[src/iht_pkg.sv]
// shared types, codes and constants for the heading tracker
// no dependencies
`default_nettype none

package iht_pkg;

  localparam int HISTORY_DEPTH_DEF = 8;
  localparam int CORDIC_STEPS      = 20;
  localparam int XY_W              = 45;
  localparam int Z_W               = 27;
  localparam int ANG_W             = 16;
  localparam int HALF_TURN         = 11520;
  localparam int FULL_TURN         = 23040;
  localparam int NORM_SHIFT        = 40;

  localparam logic [2:0] KIND_ROT     = 3'd0;
  localparam logic [2:0] KIND_GEO_ROT = 3'd1;
  localparam logic [2:0] KIND_RAW_MAG = 3'd2;
  localparam logic [2:0] KIND_ACCEL   = 3'd3;
  localparam logic [2:0] KIND_GYRO    = 3'd4;
  localparam logic [2:0] KIND_CAL_MAG = 3'd5;

  localparam logic [1:0] MODE_MAG = 2'd0;
  localparam logic [1:0] MODE_YAW = 2'd1;

  localparam logic [2:0] REG_HEADING_MODE = 3'd0;
  localparam logic [2:0] REG_YAW_OFFSET   = 3'd1;
  localparam logic [2:0] REG_MAG_X_MIN    = 3'd2;
  localparam logic [2:0] REG_MAG_X_MAX    = 3'd3;
  localparam logic [2:0] REG_MAG_Y_MIN    = 3'd4;
  localparam logic [2:0] REG_MAG_Y_MAX    = 3'd5;

  localparam logic [1:0] ACC_HIGH = 2'd3;

  typedef enum logic [4:0] {
    DP_NOP    = 5'd0,
    DP_LATCH  = 5'd1,
    DP_STORE  = 5'd2,
    DP_MUL1   = 5'd3,
    DP_MUL2   = 5'd4,
    DP_LDYAW  = 5'd5,
    DP_LDMAG  = 5'd6,
    DP_AINIT  = 5'd7,
    DP_NORM   = 5'd8,
    DP_CORDIC = 5'd9,
    DP_ROUND  = 5'd10,
    DP_LDH    = 5'd11,
    DP_PUSH   = 5'd12,
    DP_RD     = 5'd13,
    DP_ACC    = 5'd14,
    DP_DIVINIT = 5'd15,
    DP_DIV    = 5'd16,
    DP_OUTLD  = 5'd17
  } dp_op_t;

  typedef struct packed {
    dp_op_t op;
  } iht_cmd_t;

  typedef struct packed {
    logic       cmd;
    logic [2:0] kind;
    logic [1:0] mode;
    logic       xy_zero;
    logic       norm_done;
    logic       cordic_last;
    logic       sweep_last;
    logic       div_last;
    logic       out_free;
  } iht_status_t;

  function automatic logic signed [22:0] atan_lut(input logic [4:0] s);
    logic signed [22:0] v;
    unique case (s)
      5'd0:  v = 23'sd2949120;
      5'd1:  v = 23'sd1740967;
      5'd2:  v = 23'sd919879;
      5'd3:  v = 23'sd466945;
      5'd4:  v = 23'sd234379;
      5'd5:  v = 23'sd117304;
      5'd6:  v = 23'sd58666;
      5'd7:  v = 23'sd29335;
      5'd8:  v = 23'sd14668;
      5'd9:  v = 23'sd7334;
      5'd10: v = 23'sd3667;
      5'd11: v = 23'sd1833;
      5'd12: v = 23'sd917;
      5'd13: v = 23'sd458;
      5'd14: v = 23'sd229;
      5'd15: v = 23'sd115;
      5'd16: v = 23'sd57;
      5'd17: v = 23'sd29;
      5'd18: v = 23'sd14;
      5'd19: v = 23'sd7;
      default: v = 23'sd0;
    endcase
    return v;
  endfunction

endpackage

`default_nettype wire

[src/iht_ctrl.sv]
// sequencing state machine for the heading tracker
// depends on iht_pkg
`default_nettype none

module iht_ctrl (
  input  wire                 clk,
  input  wire                 rst_n,
  input  wire                 in_valid,
  output logic                in_stall,
  input  iht_pkg::iht_status_t st,
  output iht_pkg::iht_cmd_t   cmd
);
  import iht_pkg::*;

  typedef enum logic [14:0] {
    S_IDLE    = 15'b000000000000001,
    S_DECODE  = 15'b000000000000010,
    S_MUL1    = 15'b000000000000100,
    S_MUL2    = 15'b000000000001000,
    S_LDYAW   = 15'b000000000010000,
    S_AINIT   = 15'b000000000100000,
    S_NORM    = 15'b000000001000000,
    S_CORDIC  = 15'b000000010000000,
    S_ROUND   = 15'b000000100000000,
    S_PUSH    = 15'b000001000000000,
    S_RD      = 15'b000010000000000,
    S_ACC     = 15'b000100000000000,
    S_DIVINIT = 15'b001000000000000,
    S_DIV     = 15'b010000000000000,
    S_DONE    = 15'b100000000000000
  } state_t;

  state_t state_r, state_nxt;

  assign in_stall = (state_r != S_IDLE);

  always_comb begin
    state_nxt = state_r;
    cmd.op    = DP_NOP;
    unique case (state_r)
      S_IDLE: begin
        if (in_valid) begin
          cmd.op    = DP_LATCH;
          state_nxt = S_DECODE;
        end
      end
      S_DECODE: begin
        if (!st.cmd) begin
          priority if (st.kind == KIND_ROT || st.kind == KIND_GEO_ROT) begin
            state_nxt = S_MUL1;
          end else if (st.kind == KIND_RAW_MAG || st.kind == KIND_ACCEL ||
                       st.kind == KIND_GYRO || st.kind == KIND_CAL_MAG) begin
            cmd.op    = DP_STORE;
            state_nxt = S_DONE;
          end else begin
            state_nxt = S_DONE;
          end
        end else begin
          priority if (st.mode == MODE_MAG) begin
            cmd.op    = DP_LDMAG;
            state_nxt = S_AINIT;
          end else if (st.mode == MODE_YAW) begin
            cmd.op    = DP_LDH;
            state_nxt = S_PUSH;
          end else begin
            state_nxt = S_DONE;
          end
        end
      end
      S_MUL1: begin
        cmd.op    = DP_MUL1;
        state_nxt = S_MUL2;
      end
      S_MUL2: begin
        cmd.op    = DP_MUL2;
        state_nxt = S_LDYAW;
      end
      S_LDYAW: begin
        cmd.op    = DP_LDYAW;
        state_nxt = S_AINIT;
      end
      S_AINIT: begin
        cmd.op    = DP_AINIT;
        state_nxt = st.xy_zero ? S_ROUND : S_NORM;
      end
      S_NORM: begin
        cmd.op = DP_NORM;
        if (st.norm_done) state_nxt = S_CORDIC;
      end
      S_CORDIC: begin
        cmd.op = DP_CORDIC;
        if (st.cordic_last) state_nxt = S_ROUND;
      end
      S_ROUND: begin
        cmd.op    = DP_ROUND;
        state_nxt = st.cmd ? S_PUSH : S_DONE;
      end
      S_PUSH: begin
        cmd.op    = DP_PUSH;
        state_nxt = S_RD;
      end
      S_RD: begin
        cmd.op    = DP_RD;
        state_nxt = S_ACC;
      end
      S_ACC: begin
        cmd.op    = DP_ACC;
        state_nxt = st.sweep_last ? S_DIVINIT : S_RD;
      end
      S_DIVINIT: begin
        cmd.op    = DP_DIVINIT;
        state_nxt = S_DIV;
      end
      S_DIV: begin
        cmd.op = DP_DIV;
        if (st.div_last) state_nxt = S_DONE;
      end
      S_DONE: begin
        if (st.out_free) begin
          cmd.op    = DP_OUTLD;
          state_nxt = S_IDLE;
        end
      end
      default: state_nxt = S_IDLE;
    endcase
  end

  always_ff @(posedge clk) begin
    if (!rst_n) begin
      state_r <= S_IDLE;
    end else begin
      state_r <= state_nxt;
    end
  end

  a_onehot: assert property (@(posedge clk) disable iff (!rst_n) $onehot(state_r))
    else $error("state register not one-hot");
  a_done_hold: assert property (@(posedge clk) disable iff (!rst_n)
    (state_r == S_DONE && !st.out_free) |=> state_r == S_DONE)
    else $error("result dropped while output busy");
  a_idle_accept: assert property (@(posedge clk) disable iff (!rst_n)
    (state_r == S_IDLE && in_valid) |=> state_r == S_DECODE)
    else $error("accepted word not decoded");

endmodule

`default_nettype wire

[config.mk]
export PLATFORM = sky130hd
export DESIGN_NAME = iht_ctrl
export DESIGN_NICKNAME = d
export VERILOG_FILES = /design/src/iht_pkg.sv /design/src/iht_ctrl.sv
export SDC_FILE = /design/constraint.sdc
export NUM_CORES = 1
export LEC_CHECK = 0
export BUFFER_PORTS_ARGS = -buffer_cell sky130_fd_sc_hd__buf_2
export CORE_ASPECT_RATIO = 1.1
export CORE_UTILIZATION = 26
export CTS_CLUSTER_DIAMETER = 40
export CTS_CLUSTER_SIZE = 16
export DETAILED_ROUTE_END_ITERATION = 16
export GPL_TIMING_DRIVEN = 0
export PLACE_DENSITY = 0.49
export RECOVER_POWER = 50
export SYNTH_ARGS = -nofsm -noshare
export SYNTH_HDL_FRONTEND = slang
export SYNTH_SLANG_ARGS = --single-unit
[constraint.sdc]
create_clock -name clk -period 1.8 [get_ports clk]
set_input_delay 0.36 -clock clk [delete_from_list [all_inputs] [get_ports clk]]
set_output_delay 0.36 -clock clk [all_outputs]
set_load 0.005 [all_outputs]
==> results by stage <==
Place:
- In this run the cell area measured after placement is roughly 1300 um^2.
- Routability-driven placement finished with a final weighted congestion of 0.866.
- Once detailed placement completed, the half-perimeter wirelength came to approximately 2300 um.
- The number of port buffers is 19.

Setup path:
- The startpoint of the most critical setup path is state_r[10]$_SDFFE_PN0P_.
- The count of cells along the worst register-to-register path is 7.
- The arrival time of data at the critical path endpoint is just under 2 ns.
- For the worst setup path, the data required time is roughly 1.4 ns.
- The kind of capture point of the worst setup path is an output port.
- The launch instance of the worst register-to-register path is state_r[10]$_SDFFE_PN0P_.
- The endpoint of the worst-slack reg-to-reg timing path is state_r[0]$_SDFFE_PN1P_.
- STA classifies the critical path startpoint as a flop.
- The critical path ends at cmd[4].
- Along the worst path, the maximum fanout reaches 4.
- The slack of the worst reg-to-reg path is -0.38 ns.
- The kind of critical path is flop to output port.

Clock tree:
- The number of sinks on the clock net is 15.
- In this run the deepest clock path goes through 2 buffers.
- Buffers inserted during clock tree synthesis total 3.
- The source-to-sink clock delay at the later pin of the worst-skew pair is between 0.2 and 0.3 ns.
- Buffers inserted to repair hold after CTS numbered 0.
- The clock root buffer is clkbuf_8.
- In this run the number of H-tree levels came out at 1.
- The TritonCTS clock tree is done.
- Clock-pin slew was measured on the worst setup and hold paths at 0.06 ns.

STA:
- The summed negative setup slack over all endpoints is -4.30 ns.
- The worst relative slew slack is 0.690.
- Setup violations remaining at the end of the flow were counted as 19.
- The hold violation count in the final report was 0.
- The final critical-path setup slack is -0.493 ns.
- The minimum period implied by the final worst setup slack is about 2.3 ns.
- The max-slew violation count is 0.
- Setup repair after global routing could not meet its margin everywhere.
- The post-route fraction of the period consumed by the critical path is 1.27.
- The achievable frequency is around 440 MHz.
- At the pin with the least slew margin, the transition time is about 0.46 ns.
- The clock arrives with around 0.0015 ns of skew.

Synthesis:
- The cell taking the most area after synthesis is dfxtp_1.
- The synthesis-stage register bit count is 15.
- In the synthesized netlist the dominant register cell turns out to be dfxtp_1.
- The most numerous cell in the Yosys netlist is nor2_1.
- During synthesis, Yosys emitted a total of 0 warnings.
- The area of the mapped netlist is between 1000 and 1500 um^2.
- In the synthesized netlist, the cells that appear most often are 16 x nor2_1, 15 x dfxtp_1, 10 x nor3_1.
- The synthesized design contains 0 enable-type register cells.
- The average instance in the mapped netlist occupies 7.80 um^2.
- The share of synthesized area in the top cell type comes to 0.281.
- After synthesis, the share of flip-flops with an asynchronous set or reset is 0.
- The synthesized netlist contains 39 unique library cells.
- The instance count of the mapped netlist is around 140.
- Ranked by total cell area, the synthesized netlist is headed by dfxtp_1 28%, nor4b_1 5.7%, nor2_1 5.6%.
- The post-synth net total is between 150 and 200.
- The share of the Yosys chip area taken by registers is 0.281.

Drt:
- The via density per instance is 5.34.
- The detailed-routing iteration count for the pre-antenna-repair pass is 4.
- Wires add up to 3430 um.
- For this run, design rule violations remaining after detail routing come to 0.
- Dividing the detail-routed wire length by the instance count gives ~15 um.
- The number of routed nets with antenna violations is 0.
- For this block, the initial DRC count from the detailed router was 36.
- The detailed router placed ~1,200 vias in this run.

Run status:
- The run finished, with violations left.
- The final reports fail on negative setup slack.

Global routing:
- The global-route wire length before repair is 5430 um.
- The via count of the first global-routing pass came to approximately 1,200.
- The number of antenna violations at the first check in global routing is 0.
- Across every metal layer, demand over resource in global routing totals 0.161.
- After global routing the overflow that remains totals 0.
- Entering global routing, the biggest net connects 11 pins.

Floorplanning:
- The row count is 24.
- During I/O placement, the number of pins put on the boundary was 21.
- The floorplan step defined a die boundary enclosing approximately 4400 um^2.
- The floorplan step set the die height to between 60 and 70 um.
- Measured along the x axis, the die boundary spans roughly 63 um.
- The starting density of the core is 0.270.
- The area inside the core boundary is around 4000 um^2.

Layout:
- In the final layout, the registers with the most flip-flops are state_r (15).
- The growth of design area from synthesis to finish is 56.8%.
- The register with the most flip-flops in the layout has 15 of them.
- The total number of nets in the final design is roughly 190.
- state_r holds more flip-flops than any other register.
- In the final layout, the share of cells above drive strength 1 is 0.511.
- After routing the design area is ~1700 um^2.
- The number of diodes added for antenna fixing is 0.

Power:
- The standby leakage power is approximately 0.61 nW.
- The power density normalized to cell area is approximately 590 nW/um^2.
- IR analysis of the VDD net gives a maximum drop of 0.216 mV.

Flow run:
- The number of max-capacitance violations reported is 0.

Worst hold path:
- The kind of path behind the tightest hold check is primary input to flop.
## repair_timing
item                       4_1_cts  5_1_grt
setup endpoints to repair       18       19
pin swaps                       17       14
gates resized for setup         45       13
setup buffers                   18        4
## power by group
part	leakage, nW	internal, mW	switching [mW]	total [mW]
Clock	0.0228	0.157	0.131	0.288
Combinational	0.463	0.165	0.174	0.340
Sequential	0.127	0.339	0.0160	0.355
## final cells by class
type / instances / area (um^2)
fill: 414 / 2290
timing repair buffer: 40 / 277
inverter: 7 / 26.3
sequential: 15 / 323
multi-input combinational: 109 / 920
buffer: 3 / 20.0
clock buffer: 4 / 45.0
tap: 52 / 65.1
## worst max-delay path, cell delays in order (launching register included)
cell     delay, ns
dfxtp_4       0.36
nor4_4        0.25
buf_4         0.18
nand4_4       0.14
or4b_4        0.58
nand2_1       0.07
buf_2         0.10
## per-stage QoR
stage                      util  setup slack (ns)  cells  hold WS, ns  total power [mW]
after CTS                 0.403            -0.451    227        0.366             0.964
after global placement    0.316            -0.650    208        0.535             0.573
after detailed placement  0.316            -0.634    208        0.548             0.576
after global routing      0.423            -0.556    230        0.383              1.03
after floorplan               -            -0.154    137        0.478             0.506
final                     0.423            -0.493    230        0.367             0.983
## cell usage in the layout (no fill, tap or decap), types with 3 or more instances in the layout
master,n
nor4b_1,6
xor2_1,3
nor4_4,4
nand2b_1,3
inv_1,7
clkbuf_8,3
nor2_1,14
nor4_2,3
nand3_1,3
nor3_2,4
buf_4,20
dfxtp_4,4
o21ai_0,5
xnor2_1,3
nor3_1,5
dfxtp_1,5
buf_6,5
buf_2,17
dfxtp_2,6
nand2_1,6
nand4_1,4
a21oi_1,5
## cell families (layout without fill, tap and decap cells)
| family | after synthesis | count (layout) | synth area share |
|---|---|---|---|
| and+or+nand+nor | 78 | 78 | 0.464 |
| AOI/OAI and AO/OA | 25 | 25 | 0.151 |
| DFF | 15 | 15 | 0.281 |
| buffers and inverters | 13 | 54 | 0.0550 |
| xor gates and xnor gates | 6 | 6 | 0.0492 |
## routing by layer
metal	global-route usage	vias up	routed length (um)
li1	-	601	-
met1	0.178	593	1390
met2	0.290	25	1820
met3	0.0230	10	121
met4	0.0853	0	102
met5	0	-	0
## how the worst min path moves through the flow
stage                                  start                        to  slack [ns]  cells after the start
global route                           st[2]  state_r[12]$_SDFFE_PN0P_        0.38                      3
floorplan                              rst_n  state_r[13]$_SDFFE_PN0P_        0.48                      1
global placement    state_r[10]$_SDFFE_PN0P_  state_r[10]$_SDFFE_PN0P_        0.54                      2
detailed placement  state_r[10]$_SDFFE_PN0P_  state_r[12]$_SDFFE_PN0P_        0.55                      2
finish                                 st[2]  state_r[12]$_SDFFE_PN0P_        0.37                      3
CTS                                    st[2]  state_r[12]$_SDFFE_PN0P_        0.37                      3
(Power assumes the default switching activity.)
